<file path="config.mk">
export PLATFORM = sky130hd
export DESIGN_NAME = cursor_sprite_alpha_blend_top
export DESIGN_NICKNAME = d
export VERILOG_FILES = /design/src/hw/rtl/cspr_pkg.sv /design/src/hw/rtl/cspr_place.sv /design/src/hw/rtl/cspr_blend.sv /design/src/hw/rtl/cursor_sprite_alpha_blend_top.sv
export SDC_FILE = /design/constraint.sdc
export NUM_CORES = 1
export LEC_CHECK = 0
export BUFFER_PORTS_ARGS = -buffer_cell sky130_fd_sc_hd__buf_2
export CORE_ASPECT_RATIO = 1.2
export CORE_MARGIN = 4
export CORE_UTILIZATION = 62
export DETAILED_ROUTE_END_ITERATION = 6
export HOLD_SLACK_MARGIN = 0.05
export PLACE_DENSITY = 0.82
export SLEW_MARGIN = 0
export SYNTH_ARGS = -nofsm -noshare
export SYNTH_HDL_FRONTEND = slang
export SYNTH_SLANG_ARGS = --single-unit
</file>
<file path="constraint.sdc">
create_clock -name clk -period 13.9 [get_ports clk]
set_input_delay 2.085 -clock clk [delete_from_list [all_inputs] [get_ports clk]]
set_output_delay 2.085 -clock clk [all_outputs]
set_load 0.1 [all_outputs]
</file>
<file path="src/hw/rtl/cspr_pkg.sv">
package cspr_pkg;

    localparam logic FMT_RGB565   = 1'b0;
    localparam logic FMT_ARGB8888 = 1'b1;

    localparam int CFG_IDX_BITS  = 3;
    localparam int CFG_DATA_BITS = 12;

    localparam logic [CFG_IDX_BITS-1:0] REG_PIXEL_FORMAT  = 3'd0;
    localparam logic [CFG_IDX_BITS-1:0] REG_SCREEN_WIDTH  = 3'd1;
    localparam logic [CFG_IDX_BITS-1:0] REG_SCREEN_HEIGHT = 3'd2;
    localparam logic [CFG_IDX_BITS-1:0] REG_HOT_X         = 3'd3;
    localparam logic [CFG_IDX_BITS-1:0] REG_HOT_Y         = 3'd4;
    localparam logic [CFG_IDX_BITS-1:0] REG_SPRITE_WIDTH  = 3'd5;
    localparam logic [CFG_IDX_BITS-1:0] REG_SPRITE_HEIGHT = 3'd6;
    localparam logic [CFG_IDX_BITS-1:0] REG_CURSOR_ENABLE = 3'd7;

    localparam logic [11:0] SCREEN_WIDTH_RESET  = 12'd640;
    localparam logic [11:0] SCREEN_HEIGHT_RESET = 12'd480;

    localparam logic [7:0] ALPHA_OPAQUE = 8'hFF;

    localparam int NUM_CHAN = 3;

    typedef struct packed {
        logic        pixel_format;
        logic [11:0] screen_width;
        logic [11:0] screen_height;
        logic [5:0]  hot_x;
        logic [5:0]  hot_y;
        logic [6:0]  sprite_width;
        logic [6:0]  sprite_height;
        logic        cursor_enable;
    } cfg_t;

    typedef struct packed {
        logic        hit;
        logic [11:0] x;
        logic [11:0] y;
    } place_t;

    // Exact truncating divide by 255 for sums up to 255 * 255.
    function automatic logic [7:0] div255(input logic [16:0] sum);
        logic [16:0] q;
        q = (sum + (sum >> 8) + 17'd1) >> 8;
        return q[7:0];
    endfunction

endpackage

</file>
<file path="src/hw/rtl/cspr_place.sv">
module cspr_place #(
    parameter int SPRITE_MAX = 64,
    parameter int COORD_BITS = 13
) (
    input  cspr_pkg::cfg_t                cfg,
    input  logic signed [COORD_BITS-1:0]  cursor_x,
    input  logic signed [COORD_BITS-1:0]  cursor_y,
    input  logic [5:0]                    sprite_col,
    input  logic [5:0]                    sprite_row,
    input  logic [7:0]                    src_alpha,
    output cspr_pkg::place_t              place
);

    localparam int XW = ((COORD_BITS > 12) ? COORD_BITS : 12) + 2;

    logic signed [XW-1:0] dx;
    logic signed [XW-1:0] dy;
    logic                 in_sprite;
    logic                 x_ok;
    logic                 y_ok;

    always_comb
    begin
        dx = XW'(cursor_x) - $signed(XW'(cfg.hot_x)) + $signed(XW'(sprite_col));
        dy = XW'(cursor_y) - $signed(XW'(cfg.hot_y)) + $signed(XW'(sprite_row));

        in_sprite = cfg.cursor_enable
                    && ({1'b0, sprite_col} < cfg.sprite_width)
                    && ({1'b0, sprite_row} < cfg.sprite_height)
                    && (int'(sprite_col) < SPRITE_MAX)
                    && (int'(sprite_row) < SPRITE_MAX);

        x_ok = !dx[XW-1] && (dx < $signed(XW'(cfg.screen_width)));
        y_ok = !dy[XW-1] && (dy < $signed(XW'(cfg.screen_height)));

        place.hit = in_sprite && x_ok && y_ok && (src_alpha != 8'd0);
        place.x   = dx[11:0];
        place.y   = dy[11:0];
    end

endmodule

</file>
<file path="src/hw/rtl/cspr_blend.sv">
module cspr_blend (
    input  logic        pixel_format,
    input  logic [7:0]  src_red,
    input  logic [7:0]  src_green,
    input  logic [7:0]  src_blue,
    input  logic [7:0]  src_alpha,
    input  logic [31:0] dest_pixel,
    output logic [31:0] pixel
);

    logic [cspr_pkg::NUM_CHAN-1:0][7:0]  src_chan;
    logic [cspr_pkg::NUM_CHAN-1:0][7:0]  dst_chan;
    logic [7:0]                          inv_alpha;
    logic [cspr_pkg::NUM_CHAN-1:0][15:0] src_prod;
    logic [cspr_pkg::NUM_CHAN-1:0][15:0] dst_prod;
    logic [cspr_pkg::NUM_CHAN-1:0][7:0]  mix_chan;

    always_comb
    begin
        src_chan[0] = src_red;
        src_chan[1] = src_green;
        src_chan[2] = src_blue;
        if (pixel_format == cspr_pkg::FMT_RGB565)
        begin
            dst_chan[0] = {dest_pixel[15:11], 3'b000};
            dst_chan[1] = {dest_pixel[10:5], 2'b00};
            dst_chan[2] = {dest_pixel[4:0], 3'b000};
        end
        else
        begin
            dst_chan[0] = dest_pixel[23:16];
            dst_chan[1] = dest_pixel[15:8];
            dst_chan[2] = dest_pixel[7:0];
        end
        inv_alpha = cspr_pkg::ALPHA_OPAQUE - src_alpha;
        for (int i = 0; i < cspr_pkg::NUM_CHAN; i++)
        begin
            src_prod[i] = 16'(src_chan[i]) * 16'(src_alpha);
            dst_prod[i] = 16'(dst_chan[i]) * 16'(inv_alpha);
            mix_chan[i] = cspr_pkg::div255(17'(src_prod[i]) + 17'(dst_prod[i]));
        end
        if (pixel_format == cspr_pkg::FMT_RGB565)
        begin
            pixel = {16'h0000, mix_chan[0][7:3], mix_chan[1][7:2], mix_chan[2][7:3]};
        end
        else
        begin
            pixel = {cspr_pkg::ALPHA_OPAQUE, mix_chan[0], mix_chan[1], mix_chan[2]};
        end
    end

endmodule

</file>
<file path="src/hw/rtl/cursor_sprite_alpha_blend_top.sv">
// Hardware cursor overlay that takes one sprite pixel per clock and returns one
// transaction for each pixel accepted, through the input register and then the
// result register, marked by done for exactly one cycle. Placement, clipping and
// the channel blend are done in one combinational pass between those two
// registers; start is never refused, so busy stays low.
// The receiver cannot stall, so done must be captured in the cycle it is high.
// When write_enable is low the coordinates and new_pixel read as zero.
// Configuration registers are written through cfg_we, cfg_addr and cfg_wdata
// and must only change while no transaction is in flight.
module cursor_sprite_alpha_blend_top #(
    parameter int SPRITE_MAX = 64,
    parameter int COORD_BITS = 13
) (
    input  logic                                  clk,
    input  logic                                  rst_n,
    input  logic                                  cfg_we,
    input  logic [cspr_pkg::CFG_IDX_BITS-1:0]     cfg_addr,
    input  logic [cspr_pkg::CFG_DATA_BITS-1:0]    cfg_wdata,
    input  logic                                  start,
    output logic                                  busy,
    input  logic signed [COORD_BITS-1:0]          cursor_x,
    input  logic signed [COORD_BITS-1:0]          cursor_y,
    input  logic [5:0]                            sprite_col,
    input  logic [5:0]                            sprite_row,
    input  logic [7:0]                            src_red,
    input  logic [7:0]                            src_green,
    input  logic [7:0]                            src_blue,
    input  logic [7:0]                            src_alpha,
    input  logic [31:0]                           dest_pixel,
    output logic                                  done,
    output logic                                  write_enable,
    output logic [11:0]                           screen_x,
    output logic [11:0]                           screen_y,
    output logic [31:0]                           new_pixel
);

    cspr_pkg::cfg_t               cfg_reg;
    cspr_pkg::cfg_t               cfg_next;

    logic                         in_vld_reg;
    logic                         in_vld_next;
    logic signed [COORD_BITS-1:0] cursor_x_reg;
    logic signed [COORD_BITS-1:0] cursor_y_reg;
    logic [5:0]                   sprite_col_reg;
    logic [5:0]                   sprite_row_reg;
    logic [7:0]                   src_red_reg;
    logic [7:0]                   src_green_reg;
    logic [7:0]                   src_blue_reg;
    logic [7:0]                   src_alpha_reg;
    logic [31:0]                  dest_pixel_reg;

    cspr_pkg::place_t             place;
    logic [31:0]                  blend_pixel;

    logic                         done_reg;
    logic                         write_enable_reg;
    logic [11:0]                  screen_x_reg;
    logic [11:0]                  screen_y_reg;
    logic [31:0]                  new_pixel_reg;

    assign busy        = 1'b0;
    assign in_vld_next = start && !busy;

    always_comb
    begin
        cfg_next = cfg_reg;
        if (cfg_we)
        begin
            case (cfg_addr)
                cspr_pkg::REG_PIXEL_FORMAT:  cfg_next.pixel_format  = cfg_wdata[0];
                cspr_pkg::REG_SCREEN_WIDTH:  cfg_next.screen_width  = cfg_wdata[11:0];
                cspr_pkg::REG_SCREEN_HEIGHT: cfg_next.screen_height = cfg_wdata[11:0];
                cspr_pkg::REG_HOT_X:         cfg_next.hot_x         = cfg_wdata[5:0];
                cspr_pkg::REG_HOT_Y:         cfg_next.hot_y         = cfg_wdata[5:0];
                cspr_pkg::REG_SPRITE_WIDTH:  cfg_next.sprite_width  = cfg_wdata[6:0];
                cspr_pkg::REG_SPRITE_HEIGHT: cfg_next.sprite_height = cfg_wdata[6:0];
                cspr_pkg::REG_CURSOR_ENABLE: cfg_next.cursor_enable = cfg_wdata[0];
                default:                     cfg_next = cfg_reg;
            endcase
        end
    end

    always_ff @(posedge clk or negedge rst_n)
    begin
        if (!rst_n)
        begin
            cfg_reg.pixel_format  <= cspr_pkg::FMT_RGB565;
            cfg_reg.screen_width  <= cspr_pkg::SCREEN_WIDTH_RESET;
            cfg_reg.screen_height <= cspr_pkg::SCREEN_HEIGHT_RESET;
            cfg_reg.hot_x         <= 6'd0;
            cfg_reg.hot_y         <= 6'd0;
            cfg_reg.sprite_width  <= 7'd0;
            cfg_reg.sprite_height <= 7'd0;
            cfg_reg.cursor_enable <= 1'b0;
            in_vld_reg            <= 1'b0;
            done_reg              <= 1'b0;
        end
        else
        begin
            cfg_reg    <= cfg_next;
            in_vld_reg <= in_vld_next;
            done_reg   <= in_vld_reg;
        end
    end

    always_ff @(posedge clk)
    begin
        if (in_vld_next)
        begin
            cursor_x_reg   <= cursor_x;
            cursor_y_reg   <= cursor_y;
            sprite_col_reg <= sprite_col;
            sprite_row_reg <= sprite_row;
            src_red_reg    <= src_red;
            src_green_reg  <= src_green;
            src_blue_reg   <= src_blue;
            src_alpha_reg  <= src_alpha;
            dest_pixel_reg <= dest_pixel;
        end
        write_enable_reg <= place.hit;
        screen_x_reg     <= place.hit ? place.x : 12'd0;
        screen_y_reg     <= place.hit ? place.y : 12'd0;
        new_pixel_reg    <= place.hit ? blend_pixel : 32'd0;
    end

    cspr_place #(
        .SPRITE_MAX (SPRITE_MAX),
        .COORD_BITS (COORD_BITS)
    ) u_place (
        .cfg        (cfg_reg),
        .cursor_x   (cursor_x_reg),
        .cursor_y   (cursor_y_reg),
        .sprite_col (sprite_col_reg),
        .sprite_row (sprite_row_reg),
        .src_alpha  (src_alpha_reg),
        .place      (place)
    );

    cspr_blend u_blend (
        .pixel_format (cfg_reg.pixel_format),
        .src_red      (src_red_reg),
        .src_green    (src_green_reg),
        .src_blue     (src_blue_reg),
        .src_alpha    (src_alpha_reg),
        .dest_pixel   (dest_pixel_reg),
        .pixel        (blend_pixel)
    );

    assign done         = done_reg;
    assign write_enable = write_enable_reg;
    assign screen_x     = screen_x_reg;
    assign screen_y     = screen_y_reg;
    assign new_pixel    = new_pixel_reg;

endmodule

</file>
==> After elaboration in Yosys (flattened, before gate mapping) <==
Cells that the tools add are included.
{ "word_totals": {"register_bits": 205, "output_inout_bits": 59, "inputBits": 121, "elab_cells": 77} }
{ "classes": {"multipliers": 6, "add_sub_neg": 14, "n_eq_ne": 7, "muxes": 2, "magnitude_cmp": 4, "reduce_logical": 20} }
{ "op_table": {"columns": ["operator", "n"], "rows": [
  ["multiplier 8 x 8 -> 16 bit", 6],
  ["adder 16 x 16 -> 17 bit", 3],
  ["adder 16 x 1 -> 16 bit (second input constant)", 3],
  ["adder 16 x 9 -> 16 bit", 3],
  ["two-way mux 32 bit", 1],
  ["adder 15 x 7 -> 15 bit", 2],
  ["less-than comparator 15 x 13 -> 1 bit", 2],
  ["subtractor 13 x 7 -> 14 bit", 2],
  ["two-way mux 24 bit", 1],
  ["AND reduction 2 bit", 9],
  ["less-than comparator 6 x 7 -> 1 bit", 2],
  ["equality test 3 bit (second input constant)", 4],
  ["nonzero test 8 bit", 1],
  ["subtractor 8 bit (first input constant)", 1],
  ["logical AND 1 bit", 7],
  ["equality test 3 x 2 -> 1 bit (second input constant)", 2],
  ["equality test 3 x 1 -> 1 bit (second input constant)", 1],
  ["zero test 3 bit", 1],
  ["zero test 1 bit", 2]
]} }

==> Longest topological paths before layout <==
{ "logic_depth": {"ltp_word": 8, "depth_mapped": 34, "ltp_nobuf": 30} }

==> Modules after synthesis <==
A second synthesis with hierarchy kept.
{ "unflattened": {"cells_unflattened": 2546, "hier_area_um2": 24611.1} }
{ "modules_own_cells": {"columns": ["module", "seq_area_each_um2", "cells_per_inst", "area_each_um2", "n_inst"], "rows": [
  ["cspr_blend", 0.0, 1856, 15364.7, 1],
  ["cursor_sprite_alpha_blend_top", 5562.8, 344, 6795.3, 1],
  ["cspr_place", 0.0, 346, 2451.1, 1]
]} }

==> Worst setup path before layout <==
Ideal clock, no wire load.
{ "synth_path": {"path_kind": "register -> register", "startpoint": "register, netlist name cfg_reg[51]", "endpoint": "register new_pixel_reg[14], in the netlist new_pixel[14]", "setup_time_ns": 0.128, "slack_ns": 5.711, "path_stages_with_launch": 32, "required_time_ns": 13.772, "t_arrival_ns": 8.061, "n_path_buf": 3, "period_less_slack_ns": 8.189, "path_cell_list": "dfrtp_1 clkbuf_1 buf_1 mux2i_1 nor2_1 fa_1 inv_1 fa_1 inv_1 fa_1 fa_1 fa_1 inv_1 fa_1 inv_1 ha_1 clkbuf_1 a2111oi_0 o21ai_1 nand2_1 xnor2_1 ha_1 or4_1 nor2_1 mux2i_1 a31oi_1 a21oi_1 or4_1 nand3_1 mux2i_1 a211oi_1 o21bai_1"} }
{ "synth_via": {"elab_chain_cells": 6, "word_cells_on_any_way": 10, "cone_classes": "6 x add/sub; 2 x mul; 2 x mux"} }
{ "synth_lines": {"columns": ["item", "line", "text"], "rows": [
  ["two-way mux 24 bit", "cspr_blend.sv:23", "if (pixel_format == cspr_pkg::FMT_RGB565)"],
  ["multiplier 8 x 8 -> 16 bit", "cspr_blend.sv:39", "dst_prod[i] = 16'(dst_chan[i]) * 16'(inv_alpha);"],
  ["adder 16 x 16 -> 17 bit", "cspr_blend.sv:40", "mix_chan[i] = cspr_pkg::div255(17'(src_prod[i]) + 17'(dst_prod[i]));"],
  ["adder 16 x 9 -> 16 bit", "cspr_pkg.sv:45", "q = (sum + (sum >> 8) + 17'd1) >> 8;"],
  ["adder 16 x 1 -> 16 bit", "cspr_pkg.sv:45", null],
  ["two-way mux 32 bit (*)", "cspr_blend.sv:42", "if (pixel_format == cspr_pkg::FMT_RGB565)"],
  ["end signal, assigned", "cursor_sprite_alpha_blend_top.sv:123", "new_pixel_reg <= place.hit ? blend_pixel : 32'd0;"],
  ["end, declared", "cursor_sprite_alpha_blend_top.sv:59", "logic [31:0] new_pixel_reg;"]
]} }
Every way passes the cells marked *; elsewhere a longest branch is shown, timed or not.
A chain may end at the register's enable or synchronous reset.

==> Worst setup path in the final report <==
{ "layout_path": {"startpoint": "register, netlist name cfg_reg[51]", "endpoint": "register new_pixel_reg[15], in the netlist new_pixel[15]"} }
{ "layout_via": {"elab_chain_cells": 6, "word_cells_on_any_way": 10, "cone_classes": "6 x add/sub; 2 x mul; 2 x mux"} }
{ "layout_lines": {"columns": ["item", "line"], "rows": [
  ["two-way mux 24 bit", "cspr_blend.sv:23"],
  ["multiplier 8 x 8 -> 16 bit", "cspr_blend.sv:39"],
  ["adder 16 x 16 -> 17 bit", "cspr_blend.sv:40"],
  ["adder 16 x 9 -> 16 bit", "cspr_pkg.sv:45"],
  ["adder 16 x 1 -> 16 bit", "cspr_pkg.sv:45"],
  ["two-way mux 32 bit (*)", "cspr_blend.sv:42"]
]} }
Marks and branches as above.

==> results.cfg <==
[routing]
initialDrtViolationCount = 1056
finalWirelength_mm = 57.6
dr.pass1.iters = 5
antenna_left = 0
drc = 0
vias = 18100
vias_per_cell = 5.78
wire_per_inst_um = 18.4

[clock_network]
post-cts-setup-buffers = 0
worstSkewPairLatency_ps = 480
cts.clk_slew.worst_paths_ps = 80
ctsHoldBuffers = 0
post_cts_resize_count = 0
max-clock-path-buffers = 2
htreeDepth = 4
cts_sinks = 198
cts_buffers = 17
cts_tree = built
cts-root-buf = clkbuf_16

[final_layout]
final_layout_size_suffix_gt1_share_pct = 12.5
areaGrowthSynthToFinish_pct = 7.60
stdcell_count = 3130
antenna_cells = 0
largest_reg_flops = 52
nNetsFinal = 3325
final_util_pct = 67.5

[synth]
synth_top_family_by_area = adder cells
seq_area_frac_synth_pct = 21.8
synth-edff-count = 94
synth_cells = 2512
yosys_register_bits = 198
synth_xor_area_share_pct = 3.45
synth_flop_cell = edfxtp_1
netlist_top_cells_count = inv_1 (504), fa_1 (295), ha_1 (272)
synth_adder_area_share_pct = 39.2
synthArstFlopShare_pct = 27.3
yosys.area_share.simple_pct = 15.2
yosys.area.top_type = fa_1
syn-mean-instance-area_um2 = 9.45
ys_types = 84
synth_area_um2 = 23700
synthMuxAreaShare_pct = 2.11
yosys_warnings = 0
synth_top_area_share_pct = 24.9
yosysMostFrequentCell = inv_1
synth-compound-area-share_pct = 8.70
synth_nets = 3200
synth.area.top_cells = fa_1 (25%), ha_1 (14%), edfxtp_1 (12%)

[sta]
finalSetupTns_ps = 0
post-route-period-util_pct = 67.4
max_freq_mhz = 107
slew-limit-headroom_pct = 18.6
setup_violations = 0
holdWs_ps = 364
tightest_slew_ps = 1220
slew_violations = 0
hold_viol = 0
finalClockSkew_ps = 22.0
finalCriticalPeriod_ps = 9370
rsz0062_at_grt = no

[setup_path]
slowest_stage = mux2i_1
crit_family = adder cells
worst-path-max-fanout = 40
crit_path_frequent_cell = fa_1
r2r_setup_slack_ps = 4530
critPathLaunchType = register
worst-path-buf-inv = 6
cp-end-kind = register
worstPathArrival_ps = 9690
slowest_delay_ps = 840
cp_data_required_time_ps = 14210
timing_worst_setup_path_type = register to register

[global_route]
grt_pass1_wl_mm = 95.5
grt_start_max_net_pins = 56
gr-total-overflow = 0
antenna_found_initial = 2
grt_pass1_vias = 19700
grt_usage_pct = 28.5

[die]
num_io_pins = 180
die_y_um = 222
core_um2 = 37900
die_width_um = 187
dieArea_um2 = 41500
rows = 78
start_util_pct = 62.7

[status]
status = finished, final reports clean

[placed_design]
gp_congestion = 0.893
port_buffers = 170
dp.cells = 3098
dpl.hpwl_mm = 44.9

[hold_path]
min_path_type = register to register

[run]
maxCapViolCount = 0
routing by layer:
| metal | track usage, % | vias up | share of wire, % |
|---|---|---|---|
| met5 | 0 | - | 0.045 |
| met4 | 17.0 | 4 | 6.2 |
| met3 | 4.98 | 218 | 6.2 |
| met2 | 51.2 | 705 | 51 |
| met1 | 31.8 | 8887 | 36 |
| li1 | - | 8281 | - |
layout by cell type (no fill, tap or decap), drive strengths merged, types with 10 or more instances in the layout:
cell type / count
a211oi: 20
a21o: 29
a21oi: 74
a31oi: 10
and2: 134
and3: 11
buf: 184
clkbuf: 18
dfrtp: 48
dfxtp: 50
edfxtp: 94
fa: 295
ha: 272
inv: 512
mux2: 24
mux2i: 23
nand2: 167
nand2b: 18
nand3: 18
nand4: 11
nor2: 208
nor2b: 14
nor3: 24
o21a: 12
o21ai: 73
o21bai: 14
or2: 60
or3: 13
xnor2: 60
xor2: 31
final timing paths:
| path | from | endpoint | cells past startpoint |
|---|---|---|---|
| worst max-delay path | cfg_reg[51] | new_pixel[15] | 29 |
| worst min-delay path | in_vld_reg | done | 0 |
| worst max register to register | cfg_reg[51] | new_pixel[15] | 29 |
| worst min register to register | in_vld_reg | done | 0 |
| max in group asynchronous | rst_n | cfg_reg[51] | 2 |
| min in group asynchronous | rst_n | cfg_reg[26] | 2 |
metrics by stage:
step | cell area (um2) | setup WS (ps)
6_report | 25600 | 4530
2_1_floorplan | 23700 | 5710
4_1_cts | 25600 | 4630
3_3_place_gp | 25000 | 4920
3_5_place_dp | 25000 | 4650
5_1_grt | 25600 | 3990
area by class of cell:
cell class | count | area [um2]
multi-input cells | 1731 | 16300
fillers | 2929 | 12300
flip-flops and latches | 198 | 5180
inverters | 505 | 1900
repair buffers | 184 | 958
well taps | 480 | 601
clock buffers | 18 | 439
clock inverters | 14 | 140
worst reg2reg max path: cells and delay by family, from the launching register on:
kind,cells,cell delay (ps)
AO/OA/AOI/OAI,4,1290
XOR/XNOR,2,950
adder cells (fa/ha/maj),8,3500
buffers and inverters,6,840
flip-flops,1,340
multiplexers,1,880
AND/OR/NAND/NOR,8,1410
kinds of logic (layout without fill, tap and decap cells):
kind of cell | Yosys count | in the layout
other | 1 | 1
AO/OA/AOI/OAI | 308 | 308
buffers and inverters | 583 | 721
flip-flops | 198 | 198
XOR/XNOR | 92 | 92
adder cells (fa/ha/maj) | 568 | 568
multiplexers | 47 | 47
AND/OR/NAND/NOR | 715 | 715
Power is left out: the tool's default activity adds up to more than one toggle a clock period on the data nets, which glitch-free logic cannot reach.
